File: config.mk
export PLATFORM = sky130hd
export DESIGN_NAME = lrs_parser
export DESIGN_NICKNAME = d
export VERILOG_FILES = /design/src/design/lrs_pkg.sv /design/src/design/lrs_parser.sv
export SDC_FILE = /design/constraint.sdc
export NUM_CORES = 1
export LEC_CHECK = 0
export BUFFER_PORTS_ARGS = -buffer_cell sky130_fd_sc_hd__buf_2
export CELL_PAD_IN_SITES_DETAIL_PLACEMENT = 0
export CELL_PAD_IN_SITES_GLOBAL_PLACEMENT = 2
export CORE_ASPECT_RATIO = 0.75
export CORE_MARGIN = 2
export CORE_UTILIZATION = 35
export DETAILED_ROUTE_END_ITERATION = 12
export GPL_ROUTABILITY_DRIVEN = 0
export GPL_TIMING_DRIVEN = 1
export PLACE_DENSITY = 0.87
export RECOVER_POWER = 50
export SYNTH_ARGS = -nofsm -noshare
export SYNTH_HDL_FRONTEND = slang
export SYNTH_SLANG_ARGS = --single-unit
File: constraint.sdc
create_clock -name clk -period 19.65 [get_ports clk]
set_input_delay 2.9475 -clock clk [delete_from_list [all_inputs] [get_ports clk]]
set_output_delay 2.9475 -clock clk [all_outputs]
set_load 0.01 [all_outputs]
File: src/design/lrs_pkg.sv
`timescale 1ns / 1ps
// Shared types, constants and helpers for the line range selector.
// No dependencies; the selector, cell and parser files import this package.
package lrs_pkg;

  localparam int RANGE_SLOTS = 16;
  localparam int VALUE_CAP   = 1000000000;
  localparam int COUNT_W     = $clog2(RANGE_SLOTS + 1);

  localparam logic [1:0] OP_CLEAR = 2'd0;
  localparam logic [1:0] OP_CHAR  = 2'd1;
  localparam logic [1:0] OP_QUERY = 2'd2;

  localparam logic [1:0] ST_OK      = 2'd0;
  localparam logic [1:0] ST_INVALID = 2'd1;
  localparam logic [1:0] ST_FULL    = 2'd2;

  localparam logic       KIND_PARSE = 1'b0;
  localparam logic       KIND_QUERY = 1'b1;

  localparam logic [7:0] CH_ZERO  = 8'h30;
  localparam logic [7:0] CH_NINE  = 8'h39;
  localparam logic [7:0] CH_COLON = 8'h3A;
  localparam logic [7:0] CH_PLUS  = 8'h2B;
  localparam logic [7:0] CH_MINUS = 8'h2D;

  typedef enum logic [11:0] {
    PH_START = 12'b0000_0000_0001,
    PH_LO    = 12'b0000_0000_0010,
    PH_COLON = 12'b0000_0000_0100,
    PH_CTX0  = 12'b0000_0000_1000,
    PH_CTX1  = 12'b0000_0001_0000,
    PH_PLUS0 = 12'b0000_0010_0000,
    PH_PLUS1 = 12'b0000_0100_0000,
    PH_HI    = 12'b0000_1000_0000,
    PH_T0    = 12'b0001_0000_0000,
    PH_T1    = 12'b0010_0000_0000,
    PH_T2    = 12'b0100_0000_0000,
    PH_ERR   = 12'b1000_0000_0000
  } phase_t;

  // One stored range.
  typedef struct packed {
    logic [30:0] lo;
    logic [30:0] hi;
    logic        tail;
    logic        open;
  } range_t;

  // Query transaction walking down the cell chain.
  typedef struct packed {
    logic        valid;
    logic [31:0] line;
    logic [31:0] total;
    logic        sel;
    logic        unb;
    logic [30:0] mx;
  } token_t;

  // End-of-argument report from the parser.
  typedef struct packed {
    logic       done;
    logic [1:0] status;
    logic       append;
    range_t     rng;
  } finish_t;

  // Multiply by ten, add a digit, saturate at the cap.
  function automatic logic [29:0] add_digit(input logic [29:0] v, input logic [3:0] d);
    logic [33:0] t;
    t = {1'b0, v, 3'b000} + {3'b000, v, 1'b0} + {30'd0, d};
    if (t > 34'(VALUE_CAP)) t = 34'(VALUE_CAP);
    return t[29:0];
  endfunction

endpackage

File: src/design/lrs_parser.sv
`timescale 1ns / 1ps
// Argument parser: one character per transaction, reports at argument end.
// Depends on lrs_pkg.
module lrs_parser import lrs_pkg::*; (
  input  logic       clk,
  input  logic       rst,
  input  logic       clear,
  input  logic       step,
  input  logic [7:0] c,
  input  logic       last,
  input  logic       full,
  output finish_t    fin
);

  phase_t      phase, phase_next;
  logic [29:0] first, first_next;
  logic [29:0] second, second_next;
  logic        have_lo, have_lo_next;

  logic        is_dig;
  logic [3:0]  d;
  logic        ok;
  range_t      r;
  logic [30:0] f31, s31;

  // Next parse state for this character
  always_comb begin
    is_dig       = (c >= CH_ZERO) && (c <= CH_NINE);
    d            = 4'(c - CH_ZERO);
    phase_next   = PH_ERR;
    first_next   = first;
    second_next  = second;
    have_lo_next = have_lo;
    case (phase)
      PH_START: begin
        if (c == CH_MINUS) phase_next = PH_T0;
        else if (is_dig) begin
          first_next = add_digit(30'd0, d);
          phase_next = PH_LO;
        end else if (c == CH_COLON) phase_next = PH_COLON;
      end
      PH_LO: begin
        if (is_dig) begin
          first_next = add_digit(first, d);
          phase_next = PH_LO;
        end else if (c == CH_COLON && first != 30'd0) begin
          have_lo_next = 1'b1;
          phase_next   = PH_COLON;
        end
      end
      PH_COLON: begin
        if (c == CH_COLON && have_lo) phase_next = PH_CTX0;
        else if (c == CH_PLUS && have_lo) phase_next = PH_PLUS0;
        else if (is_dig) begin
          second_next = add_digit(30'd0, d);
          phase_next  = PH_HI;
        end
      end
      PH_CTX0, PH_CTX1: begin
        if (is_dig) begin
          second_next = add_digit((phase == PH_CTX0) ? 30'd0 : second, d);
          phase_next  = PH_CTX1;
        end
      end
      PH_PLUS0, PH_PLUS1: begin
        if (is_dig) begin
          second_next = add_digit((phase == PH_PLUS0) ? 30'd0 : second, d);
          phase_next  = PH_PLUS1;
        end
      end
      PH_HI: begin
        if (is_dig) begin
          second_next = add_digit(second, d);
          phase_next  = PH_HI;
        end
      end
      PH_T0, PH_T1: begin
        if (is_dig) begin
          first_next = add_digit((phase == PH_T0) ? 30'd0 : first, d);
          phase_next = PH_T1;
        end else if (c == CH_COLON && phase == PH_T1) phase_next = PH_T2;
      end
      default: phase_next = PH_ERR;
    endcase
    // A zero character is not fed
    if (c == 8'd0) begin
      phase_next   = phase;
      first_next   = first;
      second_next  = second;
      have_lo_next = have_lo;
    end
  end

  // Build the range from the state after this character
  always_comb begin
    f31    = {1'b0, first_next};
    s31    = {1'b0, second_next};
    ok     = 1'b0;
    r.lo   = '0;
    r.hi   = '0;
    r.tail = 1'b0;
    r.open = 1'b0;
    case (phase_next)
      PH_LO: begin
        ok = (first_next != 30'd0); r.lo = f31; r.hi = f31;
      end
      PH_COLON: begin
        ok = have_lo_next; r.lo = f31; r.open = 1'b1;
      end
      PH_CTX1: begin
        ok   = 1'b1;
        r.lo = (second_next >= first_next) ? 31'd1 : f31 - s31;
        r.hi = f31 + s31;
      end
      PH_PLUS1: begin
        ok = 1'b1; r.lo = f31; r.hi = f31 + s31;
      end
      PH_HI: begin
        ok = (second_next != 30'd0); r.lo = have_lo_next ? f31 : 31'd1; r.hi = s31;
      end
      PH_T2: begin
        ok = (first_next != 30'd0); r.lo = f31; r.tail = 1'b1; r.open = 1'b1;
      end
      default: ok = 1'b0;
    endcase
    fin.done   = step && ((c == 8'd0) || last);
    fin.rng    = r;
    fin.append = fin.done && !full && ok;
    if (full)    fin.status = ST_FULL;
    else if (ok) fin.status = ST_OK;
    else         fin.status = ST_INVALID;
  end

  // Advance or restart the parse
  always_ff @(posedge clk) begin
    if (rst || clear || fin.done) begin
      phase   <= PH_START;
      first   <= '0;
      second  <= '0;
      have_lo <= 1'b0;
    end else if (step) begin
      phase   <= phase_next;
      first   <= first_next;
      second  <= second_next;
      have_lo <= have_lo_next;
    end
  end

endmodule
; Word level (Yosys, flattened, before mapping)
; Cells that the tools add are included.
[totals]
reg_bits = 73
input_bits = 14
out_inout_bits = 68
elab_cells = 118
[classes]
n_addsub = 13
order_cmp = 9
n_eq_ne = 19
mux = 50
n_reduce_logical = 23
[op_table]
columns = cell, n
row1 = two-way mux 30 bit, 22
row2 = case mux 31 bit (3 select lines), 2
row3 = adder 33 x 31 -> 34 bit, 5
row4 = adder 34 x 4 -> 34 bit, 5
row5 = > comparator 34 x 30 -> 1 bit (second input constant), 5
row6 = two-way mux 12 bit, 13
row7 = case mux 30 bit (4 select lines), 1
row8 = case mux 30 bit (3 select lines), 1
row9 = nonzero test 30 bit, 3
row10 = case mux 12 bit (7 select lines), 1
row11 = adder 30 x 30 -> 31 bit, 1
row12 = two-way mux 31 bit, 1
row13 = subtractor 30 x 30 -> 31 bit, 1
row14 = >= comparator 30 bit, 1
row15 = > comparator 4 x 30 -> 1 bit (second input constant), 1
row16 = equality test 12 x 2 -> 1 bit (second input constant), 2
row17 = equality test 12 x 3 -> 1 bit (second input constant), 2
row18 = equality test 12 x 5 -> 1 bit (second input constant), 2
row19 = equality test 12 x 7 -> 1 bit (second input constant), 2
row20 = equality test 12 x 8 -> 1 bit (second input constant), 2
row21 = equality test 8 x 6 -> 1 bit (second input constant), 3
row22 = equality test 12 x 1 -> 1 bit (second input constant), 1
row23 = equality test 12 x 10 -> 1 bit (second input constant), 1
row24 = equality test 12 x 11 -> 1 bit (second input constant), 1
row25 = other kinds (15), 35

; Longest topological paths before layout
[depth]
word_depth = 13
mapped_depth = 44
ltp_nobuf = 39

; Worst setup path before layout
; No wires, ideal clock.
[synth_path]
kind = input to output
from = in c[3]
to = out fin[60] (netlist name)
t_arrival_ns = 10.602
t_required_ns = 16.702
path_slack_ns = 6.100
stages = 37
n_path_buf = 4
cell_sequence = clkbuf_1 > xnor2_1 > ha_1 > inv_1 > fa_1 > xnor2_1 > or4b_1 > or3_1 > or4_1 > or4b_1 > o211ai_2 > o211ai_1 > buf_4 > o21ai_1 > nand2_1 > o221ai_1 > o22ai_1 > inv_1 > ha_1 > o21bai_1 > a21oi_1 > o21bai_1 > a21oi_1 > o21bai_1 > a21oi_1 > o22ai_1 > o211ai_1 > or4_1 > mux2_2 > nand3_1 > a211oi_2 > o21ai_2 > a21oi_1 > or2_1 > buf_2 > buf_6 > o21ai_1
[synth_lines]
columns = element, line
row1 = start: declaration, lrs_parser.sv:9  ; input logic [7:0] c,
row2 = end: declaration, lrs_parser.sv:12  ; output finish_t fin

==> flow_summary.json <==
{
  "cts_tree": "yes",
  "whs_path_depth": 2,
  "status": "finished with violations",
  "drc": 0,
  "dieArea_um2": 66600,
  "grt_pass1_wl_mm": 150,
  "clock_path_buffers": 2,
  "detail-route-antenna-nets": 0,
  "cp-end-kind": "output pin",
  "power_density_nw_per_um2": 20.1,
  "leakagePower_nw": 10.9,
  "synth_cells": 3214,
  "combPwrFrac": 0.248,
  "clock_latency_ps": 370,
  "whs_endpoint": "second[14]",
  "first_iter_violations": 3454,
  "placed_cells": 4052,
  "overflow": 0,
  "seqPwrFrac": 0.316,
  "die_w_um": 297,
  "finalSetupTns_ps": 0,
  "final_cells": 4071,
  "worst_slew_pin_slew_ps": 3520,
  "p_total_mw": 0.484,
  "p_switching_mw": 0.157,
  "cap_violations": 1,
  "fin_crit_sh": 0.841,
  "layout-drive-gt1-share": 0.0574,
  "yosys.cell_types.count": 106,
  "synth-edff-count": 0,
  "switching_share": 0.324,
  "max_stage_delay_ps": 820,
  "coreArea_um2": 63800,
  "reg2reg_depth": 20,
  "synth_top_area_frac": 0.194,
  "arrival_ps": 13580,
  "fin_crit_ps": 16530,
  "setup_viol": 0,
  "r2r_slack_ps": 10920,
  "fp.dieH_um": 224,
  "vias": 26302,
  "synth_area_per_cell_um2": 7.03,
  "synthesis.nets": 3588,
  "grtUsageTotal": 0.290,
  "ys.warnings.count": 0,
  "ctsHtreeMaxLevel": 3,
  "drv_slew": 74,
  "clk_pin_slew_ps": 70,
  "start_util": 0.354,
  "min_path_type": "flop to flop",
  "netlist_area_um2": 22600,
  "r2r-start": "phase[1]",
  "cts_setup_buffers": 0,
  "synth-seq-cells": 73,
  "ir_worst_vdd_uv": 42.2,
  "timing.final.ws_setup_ps": 3120,
  "fp-row-count": 80,
  "cp.required_ps": 16700,
  "cts_resized": 0,
  "path_delay_family": "compound AO/OA/AOI/OAI gates",
  "via_per_inst": 6.46,
  "synthFlopType": "dfxtp_1",
  "reg2reg_to": "second[9]",
  "start_kind": "primary input",
  "path_buf_inv": 4,
  "critPathMaxFanout": 26,
  "wirelength_mm": 101,
  "p_int_mw": 0.327,
  "violations": "capacitance limit, slew limit",
  "syn_to_final_growth_pct": 6.70,
  "yosysTopAreaCell": "ha_1",
  "power.share.clock": 0.436,
  "wire_per_inst_um": 24.8,
  "antenna_found_initial": 6,
  "grt_max_degree": 74,
  "grt_pass1_vias": 23141,
  "synth_area_leaders": "ha_1 (19%), a21oi_1 (7.0%), dfxtp_1 (6.5%)",
  "async_flop_share": 0,
  "min_from": "second[14]",
  "ioPinCount": 82,
  "cts_made_buffers": 9,
  "fmax_ghz": 0.0605,
  "maxSlewHeadroom": -1.35,
  "rsz0062_at_grt": "no",
  "firstDrtPassIters": 7,
  "yosysSeqAreaShare": 0.0647,
  "final-hold-violation-count": 0,
  "nets": 3576,
  "crit_slowest_cell": "clkbuf_1",
  "crit_type": "primary input to output pin",
  "clockRootBuffer": "clkbuf_16",
  "pre_cts_ws_ps": 4220,
  "hpwl_mm": 81.1,
  "ctsHoldBuffers": 0,
  "cts.sinks": 73,
  "skew_ps": 10.5,
  "port_buffers": 81
}
==> layer usage <==
metal  track usage  share of wire  vias up
li1              -              -    12191
met4        0.0536          0.023        2
met2         0.371           0.35     1611
met1         0.439           0.47    12329
met5             0        0.00013        -
met3         0.120           0.15      169
==> power groups by stage <==
stage	Sequential [mW]	Clock, mW	Combinational (mW)
global route	0.153	0.219	0.128
CTS	0.152	0.212	0.116
floorplan	0.153	0	0.0821
finish	0.153	0.211	0.120
detailed placement	0.156	0	0.115
global placement	0.156	0	0.118
==> cell usage after synthesis (14+ instances only) <==
master	number
o21ai_1	24
clkbuf_1	129
nand2_1	265
o211ai_1	52
xnor2_1	94
a22oi_1	32
nand3_1	76
o31ai_1	20
or2_2	15
o2111ai_1	20
mux2i_1	60
nand4_1	46
a21boi_0	16
a221oi_1	14
or3_1	25
nor2_1	306
a211oi_1	43
or4_1	20
o21bai_1	36
a21oi_1	314
and3_1	42
and2_1	111
nor3_1	75
inv_1	125
nor4_1	30
o21a_1	54
nor2b_1	27
xor2_1	53
o21ai_0	171
ha_1	351
o22ai_1	26
dfxtp_1	73
a21o_1	69
o221ai_1	26
nand2b_1	38
a31oi_1	37
==> worst max path at each step <==
stage,from,end,slack (ps),depth (start not counted)
final,c[3],fin[37],3120,38
after global routing,c[3],fin[37],2200,38
after CTS,c[1],fin[37],4180,39
after detailed placement,c[1],fin[37],4220,39
after global placement,c[3],fin[37],4410,38
after floorplan,c[3],fin[60],6100,37
==> per-stage QoR <==
stage | area, um2 | util | hold WS (ps)
floorplan | 22600 | - | 474
global placement | 23800 | 0.374 | 476
detailed placement | 23800 | 0.374 | 490
CTS | 24200 | 0.380 | 506
global route | 24100 | 0.378 | 524
finish | 24100 | 0.378 | 507
==> cell families (layout without fill, tap and decap cells) <==
family / Yosys count / in the layout / synth area share
AND/OR/NAND/NOR: 1161 / 1161 / 0.261
AO/OA/AOI/OAI: 1135 / 1135 / 0.340
adder cells (fa/ha/maj): 360 / 360 / 0.202
buffers and inverters: 276 / 269 / 0.0475
XOR/XNOR: 147 / 147 / 0.0570
flip-flops: 73 / 73 / 0.0647
multiplexers: 62 / 62 / 0.0276
other: 0 / 3 / 0
==> sequential cells by signal (all words and copies together), names as in the netlist <==
register and flops:
first 30, have_lo 1, phase 12, second 30
==> cells in the final DEF (no fill, tap or decap), types with 24 or more instances in the layout <==
| master | count |
|---|---|
| ha_1 | 351 |
| a21oi_1 | 314 |
| nor2_1 | 307 |
| nand2_1 | 265 |
| o21ai_0 | 171 |
| inv_1 | 125 |
| and2_1 | 109 |
| xnor2_1 | 94 |
| buf_2 | 77 |
| nand3_1 | 76 |
| nor3_1 | 76 |
| dfxtp_1 | 73 |
| a21o_1 | 69 |
| mux2i_1 | 60 |
| o21a_1 | 54 |
| xor2_1 | 53 |
| o211ai_1 | 52 |
| nand4_1 | 46 |
| a211oi_1 | 43 |
| and3_1 | 42 |
| nand2b_1 | 38 |
| a31oi_1 | 37 |
| o21bai_1 | 36 |
| a22oi_1 | 33 |
| nor4_1 | 29 |
| buf_4 | 28 |
| nor2b_1 | 27 |
| o221ai_1 | 26 |
| o22ai_1 | 26 |
| or3_1 | 24 |
| o21ai_1 | 24 |
==> final cells by class <==
cell class	count	area, um2
timing repair buffer	125	671
sequential	73	1460
clock buffer	9	225
inverter	128	480
fill	6913	39700
tap	861	1080
multi-input combinational	2865	20000
antenna	3	7.51
clock inverter	7	143
==> worst reg2reg max path: stages (launching register included) <==
cell,delay [ps]
dfxtp_1,410
or4_1,670
or4_1,900
and2_1,360
ha_1,280
ha_1,170
inv_1,60
fa_1,410
nor2b_1,170
o2111ai_1,250
a2111oi_0,750
o21ai_0,230
a32oi_1,230
or4b_1,470
o211ai_2,180
o211ai_1,350
nor3_1,990
a2111oi_0,280
a2111oi_0,900
or2_2,300
a211oi_1,80
Power figures use the tool's default switching activity.
