**config.mk**
```make
export PLATFORM = sky130hd
export DESIGN_NAME = lrs_cell
export DESIGN_NICKNAME = d
export VERILOG_FILES = /design/src/design/lrs_pkg.sv /design/src/design/lrs_cell.sv
export SDC_FILE = /design/constraint.sdc
export NUM_CORES = 1
export LEC_CHECK = 0
export ABC_CLOCK_PERIOD_IN_PS = 21000
export BUFFER_PORTS_ARGS = -buffer_cell sky130_fd_sc_hd__buf_2
export CAP_MARGIN = 15
export CORE_MARGIN = 2
export CORE_UTILIZATION = 58
export CTS_CLUSTER_DIAMETER = 60
export DETAILED_ROUTE_END_ITERATION = 10
export PLACE_DENSITY = 0.87
export SYNTH_ARGS = -nofsm -noshare
export SYNTH_HDL_FRONTEND = slang
export SYNTH_SLANG_ARGS = --single-unit
```
**constraint.sdc**
```tcl
create_clock -name clk -period 21 [get_ports clk]
set_clock_uncertainty 0.2 [all_clocks]
set_input_delay 2.1 -clock clk [delete_from_list [all_inputs] [get_ports clk]]
set_output_delay 2.1 -clock clk [all_outputs]
set_load 0.01 [all_outputs]
```
**src/design/lrs_pkg.sv**
```systemverilog
`timescale 1ns / 1ps
// Shared types, constants and helpers for the line range selector.
// No dependencies; the selector, cell and parser files import this package.
package lrs_pkg;

  localparam int RANGE_SLOTS = 16;
  localparam int VALUE_CAP   = 1000000000;
  localparam int COUNT_W     = $clog2(RANGE_SLOTS + 1);

  localparam logic [1:0] OP_CLEAR = 2'd0;
  localparam logic [1:0] OP_CHAR  = 2'd1;
  localparam logic [1:0] OP_QUERY = 2'd2;

  localparam logic [1:0] ST_OK      = 2'd0;
  localparam logic [1:0] ST_INVALID = 2'd1;
  localparam logic [1:0] ST_FULL    = 2'd2;

  localparam logic       KIND_PARSE = 1'b0;
  localparam logic       KIND_QUERY = 1'b1;

  localparam logic [7:0] CH_ZERO  = 8'h30;
  localparam logic [7:0] CH_NINE  = 8'h39;
  localparam logic [7:0] CH_COLON = 8'h3A;
  localparam logic [7:0] CH_PLUS  = 8'h2B;
  localparam logic [7:0] CH_MINUS = 8'h2D;

  typedef enum logic [11:0] {
    PH_START = 12'b0000_0000_0001,
    PH_LO    = 12'b0000_0000_0010,
    PH_COLON = 12'b0000_0000_0100,
    PH_CTX0  = 12'b0000_0000_1000,
    PH_CTX1  = 12'b0000_0001_0000,
    PH_PLUS0 = 12'b0000_0010_0000,
    PH_PLUS1 = 12'b0000_0100_0000,
    PH_HI    = 12'b0000_1000_0000,
    PH_T0    = 12'b0001_0000_0000,
    PH_T1    = 12'b0010_0000_0000,
    PH_T2    = 12'b0100_0000_0000,
    PH_ERR   = 12'b1000_0000_0000
  } phase_t;

  // One stored range.
  typedef struct packed {
    logic [30:0] lo;
    logic [30:0] hi;
    logic        tail;
    logic        open;
  } range_t;

  // Query transaction walking down the cell chain.
  typedef struct packed {
    logic        valid;
    logic [31:0] line;
    logic [31:0] total;
    logic        sel;
    logic        unb;
    logic [30:0] mx;
  } token_t;

  // End-of-argument report from the parser.
  typedef struct packed {
    logic       done;
    logic [1:0] status;
    logic       append;
    range_t     rng;
  } finish_t;

  // Multiply by ten, add a digit, saturate at the cap.
  function automatic logic [29:0] add_digit(input logic [29:0] v, input logic [3:0] d);
    logic [33:0] t;
    t = {1'b0, v, 3'b000} + {3'b000, v, 1'b0} + {30'd0, d};
    if (t > 34'(VALUE_CAP)) t = 34'(VALUE_CAP);
    return t[29:0];
  endfunction

endpackage

```
**src/design/lrs_cell.sv**
```systemverilog
`timescale 1ns / 1ps
// One range cell: holds a range and folds it into a passing query token.
// Depends on lrs_pkg.
module lrs_cell import lrs_pkg::*; (
  input  logic   clk,
  input  logic   rst,
  input  logic   wr,
  input  range_t wdata,
  input  logic   used,
  input  token_t tok_in,
  output token_t tok_out
);

  range_t rng;

  // Hold the stored range
  always_ff @(posedge clk) begin
    if (wr) rng <= wdata;
  end

  logic signed [34:0] lo_eff;
  logic signed [34:0] tail_lo;
  logic               hit;
  token_t             tok_next;

  // Fold this range into the token
  always_comb begin
    tail_lo = $signed({3'b000, tok_in.total}) - $signed({4'b0000, rng.lo}) + 35'sd1;
    if (rng.tail) lo_eff = (tail_lo < 35'sd1) ? 35'sd1 : tail_lo;
    else          lo_eff = $signed({4'b0000, rng.lo});
    hit = ($signed({3'b000, tok_in.line}) >= lo_eff) &&
          (rng.open || ({1'b0, tok_in.line} <= {2'b00, rng.hi}));
    tok_next = tok_in;
    if (used) begin
      if (hit) tok_next.sel = 1'b1;
      if (rng.open || rng.tail) tok_next.unb = 1'b1;
      else if (rng.hi > tok_in.mx) tok_next.mx = rng.hi;
    end
  end

  // Advance the token one cell
  always_ff @(posedge clk) begin
    if (rst) begin
      tok_out.valid <= 1'b0;
    end else begin
      tok_out.valid <= tok_in.valid;
    end
    tok_out.line  <= tok_next.line;
    tok_out.total <= tok_next.total;
    tok_out.sel   <= tok_next.sel;
    tok_out.unb   <= tok_next.unb;
    tok_out.mx    <= tok_next.mx;
  end

endmodule

```
# == Yosys cells after proc, flatten, opt, wreduce, memory -nomap -nowiden ==
# Cells that the tools add are included.
# Widths: inputs -> output; s select.
# totals
ff_bits,162
elab_cells,26
# op_classes
n_lt_le_gt_ge,4
reduce_logical,3
add_sub_neg,2
n_mux,7
# ops
op,n
$mux 35,2
$mux 31,2
$ge 33x35->1,1
$add 33x2->34 const B,1
$lt 34x2->1 const B,1
$mux 33,1
$sub 32x31->33,1
$le 32x31->1,1
$gt 31x31->1,1
$logic_or 1x1->1,2
$mux 1,2
$logic_and 1x1->1,1

# == Longest topological paths before layout ==
# Gate-level depths: netlist of run 1.
# logic_depth
ltp_word,9
mapped_depth,36
ltp_nobuf,33

# == Worst setup path before layout of run 1 ==
# Ideal clock, no wire load.
# synth_timing
path_kind,in2reg
from,input tok_in[33] (netlist bit)
to,register tok_out[32] (netlist bit)
setup_slack_ns,12.600
setup_ns,0.127
t_required_ns,20.673
arrival_time_ns,8.073
path_buffers,3
cell_stages,35
cell_sequence,inv_1 ha_1 inv_1 fa_1 a21o_1 a22o_1 or2_4 xnor2_1 nor4b_2 and4_1 and3_1 buf_6 nand4_4 or3b_1 a211oi_2 o211ai_1 a211oi_2 ha_1 nor2_1 clkbuf_1 clkbuf_1 a22oi_1 ha_1 a21oi_1 nor2b_1 o21ai_0 nand2b_1 a21oi_1 o221ai_1 a21oi_1 o31ai_1 o21ai_0 nand3_1 o21ai_0 a211oi_1
# synth_rtl
item,line,source
start: declaration,lrs_cell.sv:10,"input token_t tok_in,"
end: declaration,lrs_cell.sv:11,output token_t tok_out

==> metrics.md, run 1 <==
| Metric | Value |
|---|---|
| CP required | `21.11 ns` |
| Synthesized net count | `1,322` |
| Post-synthesis register bit count | `162` |
| Iter 0 DRT Violations | `between 600 and 700` |
| Die height | `135 um` |
| Top FF cell, synth | `dfxtp_1` |
| Largest stage delay, worst path | `around 0.71 ns` |
| Commonest non-fill, non-tap cells in the layout | `263 x buf_2, 127 x ha_1, 103 x inv_1` |
| Gr usage total | `29.9%` |
| Vias | `9,039` |
| Setup Buffers After CTS | `0` |
| Top cell by count, worst path | `a21o_1` |
| FILL cells | `1,235` |
| Synth unique cells | `76` |
| Core area | `about 0.017 mm^2` |
| Cts hold-fix bufs | `0` |
| Initial antenna violation count | `0` |
| Post-CTS sizing | `0` |
| Synth Warn # | `0` |
| Die X | `~140 um` |
| WL/cell | `18.3 um` |
| Initial Utilization | `59.8%` |
| Vias/cell | `5.94` |
| First-pass DRT Iterations | `6` |
| Commonest non-fill, non-tap cell in the layout | `buf_2` |
| Port Buffers | `approximately 260` |
| Actual slew at the worst max-slew pin | `around 0.99 ns` |
| Max stage delay cell, worst path | `nor2_1` |
| Total gr overflow | `0` |
| Status | `finished, final reports clean` |
| Endpoint class of the critical path | `flip-flop` |
| CTS Buf Count | `17` |
| CTS sink cnt | `162` |
| CTS tree | `done` |
| Final WS setup | `11.53 ns` |
| Worst rel slew slack | `33.2%` |
| Post-synth ARST share | `0%` |
| PwrDens | `79.0 mW/mm^2` |
| Max frequency | `~110 MHz` |
| I/O pin count | `about 260` |
| Post-Synthesis Cells | `1,028` |
| Top cells by area, synth | `dfxtp_1 20%, edfxtp_1 19%, ha_1 16%` |
| Net total in the final layout | `1,581` |
| DRT Wirelength | `27,800 um` |
| Register area share after synthesis | `38.9%` |
| Post-synth EDFFs | `between 60 and 70` |
| Max-Cap Viols | `0` |
| Rows | `47` |
| Unrepaired setup endpoints after global routing | `no` |
| CP arrival | `approximately 9.6 ns` |
| Area delta synth->final | `21.0%` |
| Total power | `0.954 mW` |
| Type of the most critical hold path | `reg2reg` |
| Final slew viol count | `0` |
| Crit path buf inv count | `4` |
| Startpoint type of the worst setup path | `input port` |
| Largest area contributor in the netlist | `dfxtp_1` |
| Crit path max-delay family | `simple AND/OR/NAND/NOR gates` |
| Worst-path fanout max | `15` |
| Die Area | `0.0183 mm^2` |
| Largest net degree at the start of global routing | `65` |
| Worst-Skew Late Latency | `0.44 ns` |
| Post-route setup TNS | `0 ns` |
| FF+latch area | `slightly below 0.004 mm^2` |
| Setup violations, final | `0` |
| Layout cells sized above 1 | `24.4%` |
| Vias in the first global route | `between 8,000 and 9,000` |
| CTS max path bufs | `2` |
| Hpwl dp | `21,800 um` |
| Final Hold Fails | `0` |
| Multi-input gate area | `0.00559 mm^2` |
| Mean Syn Cell Area | `9.71 um^2` |
| Fin crit share | `a little under half` |
| Pre-CTS WS | `11.18 ns` |
| First-pass GRT wire length | `roughly 42,000 um` |
| CTS root buf | `clkbuf_16` |
| Routed Antenna Nets | `0` |
| Leak pwr | `5.82 nW` |
| Yosys top cell area share | `between 10% and 20%` |
| Worst vdd ir | `0.0000615 V` |
| H-Tree Depth | `4` |
| Critical path type | `in2reg` |
| Clk pin slew, worst setup/hold paths | `approximately 0.070 ns` |
| Syn Std Cell Area | `0.00998 mm^2` |
| Minimum clock period | `approximately 9.5 ns` |
| Post-detailed-route DRC marker count | `0` |
| Gp weighted congestion | `0.913` |
## cell usage after synthesis (24+ instances only)
library cell  count
xnor2_1          31
inv_1           103
dfxtp_1          98
a22oi_1          28
nor2b_1          24
nand4_1          31
edfxtp_1         64
a21oi_1          69
nand2_1          58
nor2_1           41
o21ai_0          48
ha_1            127
nand3_1          24
mux2i_1          34
## area by class of cell
type	instances	area share, %
multi-input combinational	737	46.3
inverter	103	3.20
sequential	162	32.2
tap	220	2.28
timing repair buffer	266	11.1
antenna	1	0.0207
clock buffer	18	3.55
clock inverter	14	1.41
## state kept, by name (all words and copies together) (netlist names)
signal   cells
rng         64
tok_out     98
## final timing paths
check | startpoint | end | slack (ns) | cells past startpoint
max reg2reg | rng[40] | tok_out[32] | 12.94 | 31
max | tok_in[33] | tok_out[32] | 11.53 | 34
min reg2reg | rng[16] | tok_out[14] | 0.35 | 2
min | rng[16] | tok_out[14] | 0.35 | 2
## power breakdown
part | switching (mW) | total (mW) | internal (mW)
clock network | 0.142 | 0.321 | 0.179
logic | 0.161 | 0.271 | 0.110
registers | 0.0115 | 0.361 | 0.350
total | 0.315 | 0.954 | 0.639
## through the flow
| stage | util [%] | hold WS [ns] | instances | cell area [um^2] |
|---|---|---|---|---|
| after floorplan | - | 0.306 | 1028 | 9980 |
| after global placement | 68.7 | 0.322 | 1488 | 11500 |
| after detailed placement | 68.7 | 0.339 | 1488 | 11500 |
| after CTS | 72.3 | 0.350 | 1520 | 12100 |
| after global routing | 72.3 | 0.387 | 1520 | 12100 |
| final | 72.3 | 0.346 | 1521 | 12100 |
## worst register-to-register path: cells and delay by family, from the launching register on
kind	cells	cell delay [ns]
DFF	1	0.43
AOI/OAI and AO/OA	15	2.37
buffers and inverters	2	0.42
xor gates and xnor gates	2	0.45
adders and majority gates	3	0.90
and+or+nand+nor	9	3.16
## cell families after synthesis
group	Yosys count	share of synthesized area [%]
muxes	35	3.52
xor gates and xnor gates	52	4.56
buffers and inverters	129	5.29
DFF	162	38.9
adders and majority gates	128	16.1
and+or+nand+nor	275	15.3
AOI/OAI and AO/OA	247	16.3
## per-layer routing
metal	up-vias	part of all wire [%]	track usage (%)	routed length [um]
li1	4288	-	-	-
met1	4167	40	36.4	11100
met2	482	48	51.3	13300
met3	102	8.0	5.61	2230
met4	0	4.3	14.3	1210
met5	-	0	0	0
No activity file was read; power rests on OpenSTA's default activity.
==> run 2, diff against run 1 <==
- ABC_CLOCK_PERIOD_IN_PS: 21000 -> 9300
- CORE_UTILIZATION: 58 -> 54
- PLACE_DENSITY: 0.87 -> 0.82
- clock period: 21 -> 9.3 ns (I/O delays scaled with it)
==> run 2 against run 1 <==
Effect of this change:
- sequential cell count stayed put
- final area barely moved
- via count down 3.1%
- clock power grew 120%
- worst hold slack better by 0.012 ns
- worst setup slack lost 9.8 ns
- power grew 120%
- sequential share of layout area is essentially flat
- global-route usage fell by 2.5 points
- combinational power rose by 130%
- final cell count rose by 0.59%
- first-iteration DRC count is 9.2% lower
- critical path type unchanged
- critical endpoint unchanged
==> metrics.md, run 2 (synthesis results as in run 1) <==
| Metric | Value |
|---|---|
| Post-detailed-route DRC marker count | `0` |
| Critical path type | `in2reg` |
| CTS Buf Count | `17` |
| Final instance area | `0.0121 mm^2` |
| Max frequency | `132 MHz` |
| CTS sink cnt | `~160` |
| Actual slew at the worst max-slew pin | `slightly below 1 ns` |
| Max-Cap Viols | `0` |
| Endpoint, Worst Hold | `tok_out[9]` |
| Iter 0 DRT Violations | `slightly below 600` |
| Final WS setup | `approximately 1.7 ns` |
| CP required | `roughly 9.4 ns` |
| CTS tree | `done` |
| Routed Antenna Nets | `0` |
| Vias | `between 8,000 and 9,000` |
| Net total in the final layout | `roughly 1,600` |
| PwrDens | `176 mW/mm^2` |
| CTS max path bufs | `2` |
| Hpwl dp | `between 20,000 and 25,000 um` |
| Commonest non-fill, non-tap cell in the layout | `buf_2` |
| I/O pin count | `264` |
| Fin crit share | `81.7%` |
| Placed Area | `roughly 0.011 mm^2` |
| Unrepaired setup endpoints after global routing | `no` |
| WL/cell | `18.0 um` |
| Fin Hold WS | `around 0.36 ns` |
| Gr usage total | `27.4%` |
| Gp weighted congestion | `0.936` |
| Max reg flops | `98` |
| Worst hold start | `rng[11]` |
| Port Buffers | `263` |
| Worst-path fanout max | `7` |
| Die Area | `0.0196 mm^2` |
| Die height | `about 140 um` |
| Minimum clock period | `~7.6 ns` |
| FF-to-FF End | `tok_out[32]` |
| Layout cells sized above 1 | `24.4%` |
| Crit path launch | `tok_in[33]` |
| Setup Buffers After CTS | `0` |
| Cts hold-fix bufs | `0` |
| Area delta synth->final | `20.9%` |
| Worst Reg-to-Reg Cells | `31` |
| Endpoint class of the critical path | `flip-flop` |
| CP arrival | `7.69 ns` |
| Initial Utilization | `55.4%` |
| Clk pin slew, worst setup/hold paths | `0.07 ns` |
| Vias in the first global route | `8,381` |
| DRT Wirelength | `27,500 um` |
| Biggest register | `tok_out` |
| Vias/cell | `5.72` |
| Core area | `0.0180 mm^2` |
| Worst-Skew Late Latency | `0.43 ns` |
| Worst rel slew slack | `34.0%` |
| CTS root buf | `clkbuf_16` |
| First-pass DRT Iterations | `6` |
| Setup violations, final | `0` |
| Final Hold Fails | `0` |
| Max stage delay cell, worst path | `nor4_1` |
| Top cell by count, worst path | `a21o_1` |
| Total power | `2.12 mW` |
| Leak pwr | `5.82 nW` |
| Largest net degree at the start of global routing | `65` |
| Type of the most critical hold path | `reg2reg` |
| Startpoint type of the worst setup path | `input port` |
| R2r startpoint | `rng[40]` |
| Commonest non-fill, non-tap cells in the layout | `263 x buf_2, 127 x ha_1, 103 x inv_1` |
| Final slew viol count | `0` |
| Largest stage delay, worst path | `0.71 ns` |
| Biggest regs | `tok_out (98), rng (64)` |
| H-Tree Depth | `4` |
| Post-route setup TNS | `0 ns` |
| Hold depth | `2` |
| Rows | `49` |
| Die X | `140 um` |
| Initial antenna violation count | `0` |
| Total gr overflow | `0` |
| Status | `finished, final reports clean` |
| First-pass GRT wire length | `42,600 um` |
| Post-CTS sizing | `0` |
| Reg2reg setup slack | `1.92 ns` |
| N_diodes | `0` |
| Pre-CTS WS | `1.40 ns` |
| Worst vdd ir | `0.000182 V` |
## run 2: routing by layer
metal | wire (um) | global-route usage, %
met2 | 13300 | 47.3
met5 | 0 | 0
met1 | 11800 | 35.0
met3 | 1700 | 4.65
met4 | 692 | 9.11
## run 2: how the worst max path moves through the flow
stage	slack, ns	to
CTS	1.78	tok_out[32]
global route	1.12	tok_out[32]
global placement	1.58	tok_out[32]
detailed placement	1.40	tok_out[32]
floorplan	2.07	tok_out[32]
finish	1.70	tok_out[32]
## run 2: cell type report
class / count / area [um^2]
multi-input combinational: 737 / 5590
fill: 1457 / 5950
clock buffer: 17 / 425
sequential: 162 / 3880
tap: 229 / 287
inverter: 103 / 387
timing repair buffer: 267 / 1350
clock inverter: 15 / 156
## run 2: power breakdown
group / internal, mW / total, mW / switching (mW)
clock: 0.360 / 0.695 / 0.334
combinational: 0.249 / 0.612 / 0.363
sequential: 0.790 / 0.816 / 0.0261
## run 2: critical path: cells and delay by family
family,cells,cell delay [ns]
adder cells (fa/ha/maj),4,1.21
AO/OA/AOI/OAI,16,2.41
buffers and inverters,3,0.22
AND/OR/NAND/NOR,10,2.71
XOR/XNOR,1,0.22
## run 2: metrics by stage
step	cells	utilization, %
4_1_cts	1530	67.0
5_1_grt	1530	67.0
3_5_place_dp	1498	63.8
2_1_floorplan	1028	-
6_report	1530	67.0
3_3_place_gp	1498	63.8
==> run 3, diff against run 2 <==
- ABC_CLOCK_PERIOD_IN_PS: 9300 -> 6450
- CORE_UTILIZATION: 54 -> 49
- PLACE_DENSITY: 0.82 -> 0.78
- clock period: 9.3 -> 6.45 ns (I/O delays scaled with it)
==> run 3 against run 2 <==
Effect of this change:
- the run now ends with negative setup slack left
- combinational power is 96% higher
- register-to-register slack got worse by 2.1 ns
- sequential cell count is the same
- critical path type is now reg2reg
- largest cell class unchanged
==> metrics.md, run 3 (synthesis results as in run 1) <==
| Metric | Value |
|---|---|
| Final Hold Fails | `0` |
| GR peak layer | `met2` |
| Die height | `147 um` |
| NetSw | `1.12 mW` |
| Pre-CTS WS | `-0.630 ns` |
| M3 GR Usage | `about 4.8%` |
| Max-Cap Viols | `0` |
| Vias/cell | `around 5.4` |
| GR met2 Demand/Resource | `about half` |
| Crit path launch | `rng[33]` |
| CP required | `6.60 ns` |
| Hpwl dp | `23,500 um` |
| Initial Utilization | `49.7%` |
| PwrDens | `249 mW/mm^2` |
| Max frequency | `approximately 150 MHz` |
| Commonest non-fill, non-tap cells in the layout | `263 x buf_2, 199 x buf_4, 125 x ha_1` |
| Net total in the final layout | `1,779` |
| FILL cells | `1,576` |
| Commonest non-fill, non-tap cell in the layout | `buf_2` |
| Die Area | `0.0215 mm^2` |
| Worst vdd ir | `0.000215 V` |
| Max reg flops | `98` |
| Initial antenna violation count | `1` |
| DRT Wirelength | `30,000 um` |
| First-pass GRT wire length | `47,500 um` |
| Reg2reg setup slack | `-0.18 ns` |
| Largest stage delay, worst path | `0.44 ns` |
| Die X | `about 150 um` |
| I/O pin count | `between 200 and 300` |
| Total gr overflow | `0` |
| Clk pin slew, worst setup/hold paths | `0.07 ns` |
| Failing checks | `negative setup slack` |
| Hold depth | `1` |
| Fin cells | `1,768` |
| Int Power | `around 2.3 mW` |
| CTS Buf Count | `17` |
| Minimum clock period | `6.63 ns` |
| Clk network pwr share | `roughly a third` |
| Vias | `roughly 9,600` |
| Final instance area | `0.0139 mm^2` |
| Layout cells sized above 1 | `37.2%` |
| Port Buffers | `263` |
| Status | `finished, violations left` |
| Fin Hold WS | `0.134 ns` |
| Biggest register | `tok_out` |
| Dpl cells | `1,715` |
| CTS tree | `done` |
| Max stage delay cell, worst path | `edfxtp_1` |
| CTS sink cnt | `approximately 160` |
| H-Tree Depth | `4` |
| R2r startpoint | `rng[33]` |
| Worst Reg-to-Reg Cells | `31` |
| Rows | `52` |
| Comb pwr share | `approximately a third` |
| WL/cell | `between 15 and 20 um` |
| Unrepaired setup endpoints after global routing | `yes` |
| Worst-path fanout max | `5` |
| Cts hold-fix bufs | `0` |
| Startpoint type of the worst setup path | `flip-flop` |
| M1 GR Usage | `between 30% and 40%` |
| Setup violations, final | `1` |
| Final WS setup | `-0.184 ns` |
| Gp weighted congestion | `about 0.90` |
| Fin crit share | `103%` |
| CP arrival | `6.79 ns` |
| Actual slew at the worst max-slew pin | `0.917 ns` |
| Vias in the first global route | `9,715` |
| Placed Area | `0.0129 mm^2` |
| Worst rel slew slack | `38.9%` |
| N_diodes | `0` |
| Routed Antenna Nets | `0` |
| Critical path type | `reg2reg` |
| Final slew viol count | `0` |
| Type of the most critical hold path | `in2reg` |
| First-pass DRT Iterations | `7` |
| Gr usage total | `about 28%` |
| FF-to-FF End | `tok_out[32]` |
| Worst-Skew Late Latency | `0.43 ns` |
| CTS root buf | `clkbuf_16` |
| Core area | `0.0201 mm^2` |
| Post-detailed-route DRC marker count | `0` |
| Total power | `3.47 mW` |
| Iter 0 DRT Violations | `approximately 500` |
| Endpoint class of the critical path | `flip-flop` |
| Leak pwr | `between 6 and 7 nW` |
| CTS max path bufs | `2` |
| Area delta synth->final | `39.4%` |
| Biggest regs | `tok_out (98), rng (64)` |
| Largest net degree at the start of global routing | `65` |
| Reg power frac | `33.9%` |
| Switching Fraction | `between 30% and 40%` |
| Worst Setup EP | `tok_out[32]` |
==> run 3: changes by cell type in the layout (fill, tap and decap cells not counted), moves of 3 or more <==
cell	change
inv_8	-3
nor2_1	-3
o21ai_1	+10
buf_4	+195
bufinv_16	+3
nor4_1	-4
a21oi_1	-7
inv_1	-3
a21oi_2	+6
o21ai_0	-11
==> run 3: power groups by stage <==
stage / clock (mW) / combinational (mW) / sequential (mW)
after floorplan: 0 / 0.604 / 1.20
after global placement: 0 / 1.08 / 1.20
after detailed placement: 0 / 1.11 / 1.20
after CTS: 1.11 / 1.15 / 1.18
after global routing: 1.15 / 1.32 / 1.18
final: 1.09 / 1.20 / 1.18
==> run 3: stage by stage <==
stage / utilization (%) / TNS, ns
finish: 69.2 / -0.184
global route: 69.2 / -0.611
CTS: 68.4 / 0
detailed placement: 64.4 / -0.630
global placement: 64.4 / -0.491
floorplan: - / -0.111
==> run 3: per-layer routing <==
metal  wire length (um)  vias up
met1              12600     4482
li1                   -     4673
met3               1730       61
met2              14800      362
met5                 13        -
met4                891        2
==> run 3: final cells by class <==
cell class / count / area (um^2) / share of cell area [%]
repair buffers: 464 / 2830 / 20.4
clock inverters: 14 / 190 / 1.37
well taps: 270 / 338 / 2.43
inverters: 103 / 399 / 2.87
clock buffers: 18 / 429 / 3.08
flip-flops and latches: 162 / 3880 / 27.9
multi-input cells: 737 / 5840 / 42.0
==> run 3: how the worst min path moves through the flow <==
stage,start,endpoint,slack (ns)
floorplan,rng[2],tok_out[0],0.31
global placement,rng[16],tok_out[14],0.32
detailed placement,rng[11],tok_out[9],0.34
CTS,tok_in[48],tok_out[48],0.12
global route,tok_in[43],tok_out[43],0.12
finish,tok_in[37],tok_out[37],0.13
==> run 3: worst max-delay path: cells and delay by family (launching register included) <==
family	cells	cell delay, ns
flops	1	0.44
xor+xnor	2	0.39
fa+ha+maj	4	1.17
simple gates	12	2.44
buf+inv	2	0.20
compound gates	11	1.72
==> run 3: timing repair <==
action                     4_1_cts  5_1_grt
pin swaps                       28       42
setup endpoints to repair        1        1
gates resized for setup         31       26
buffers inserted                13        8
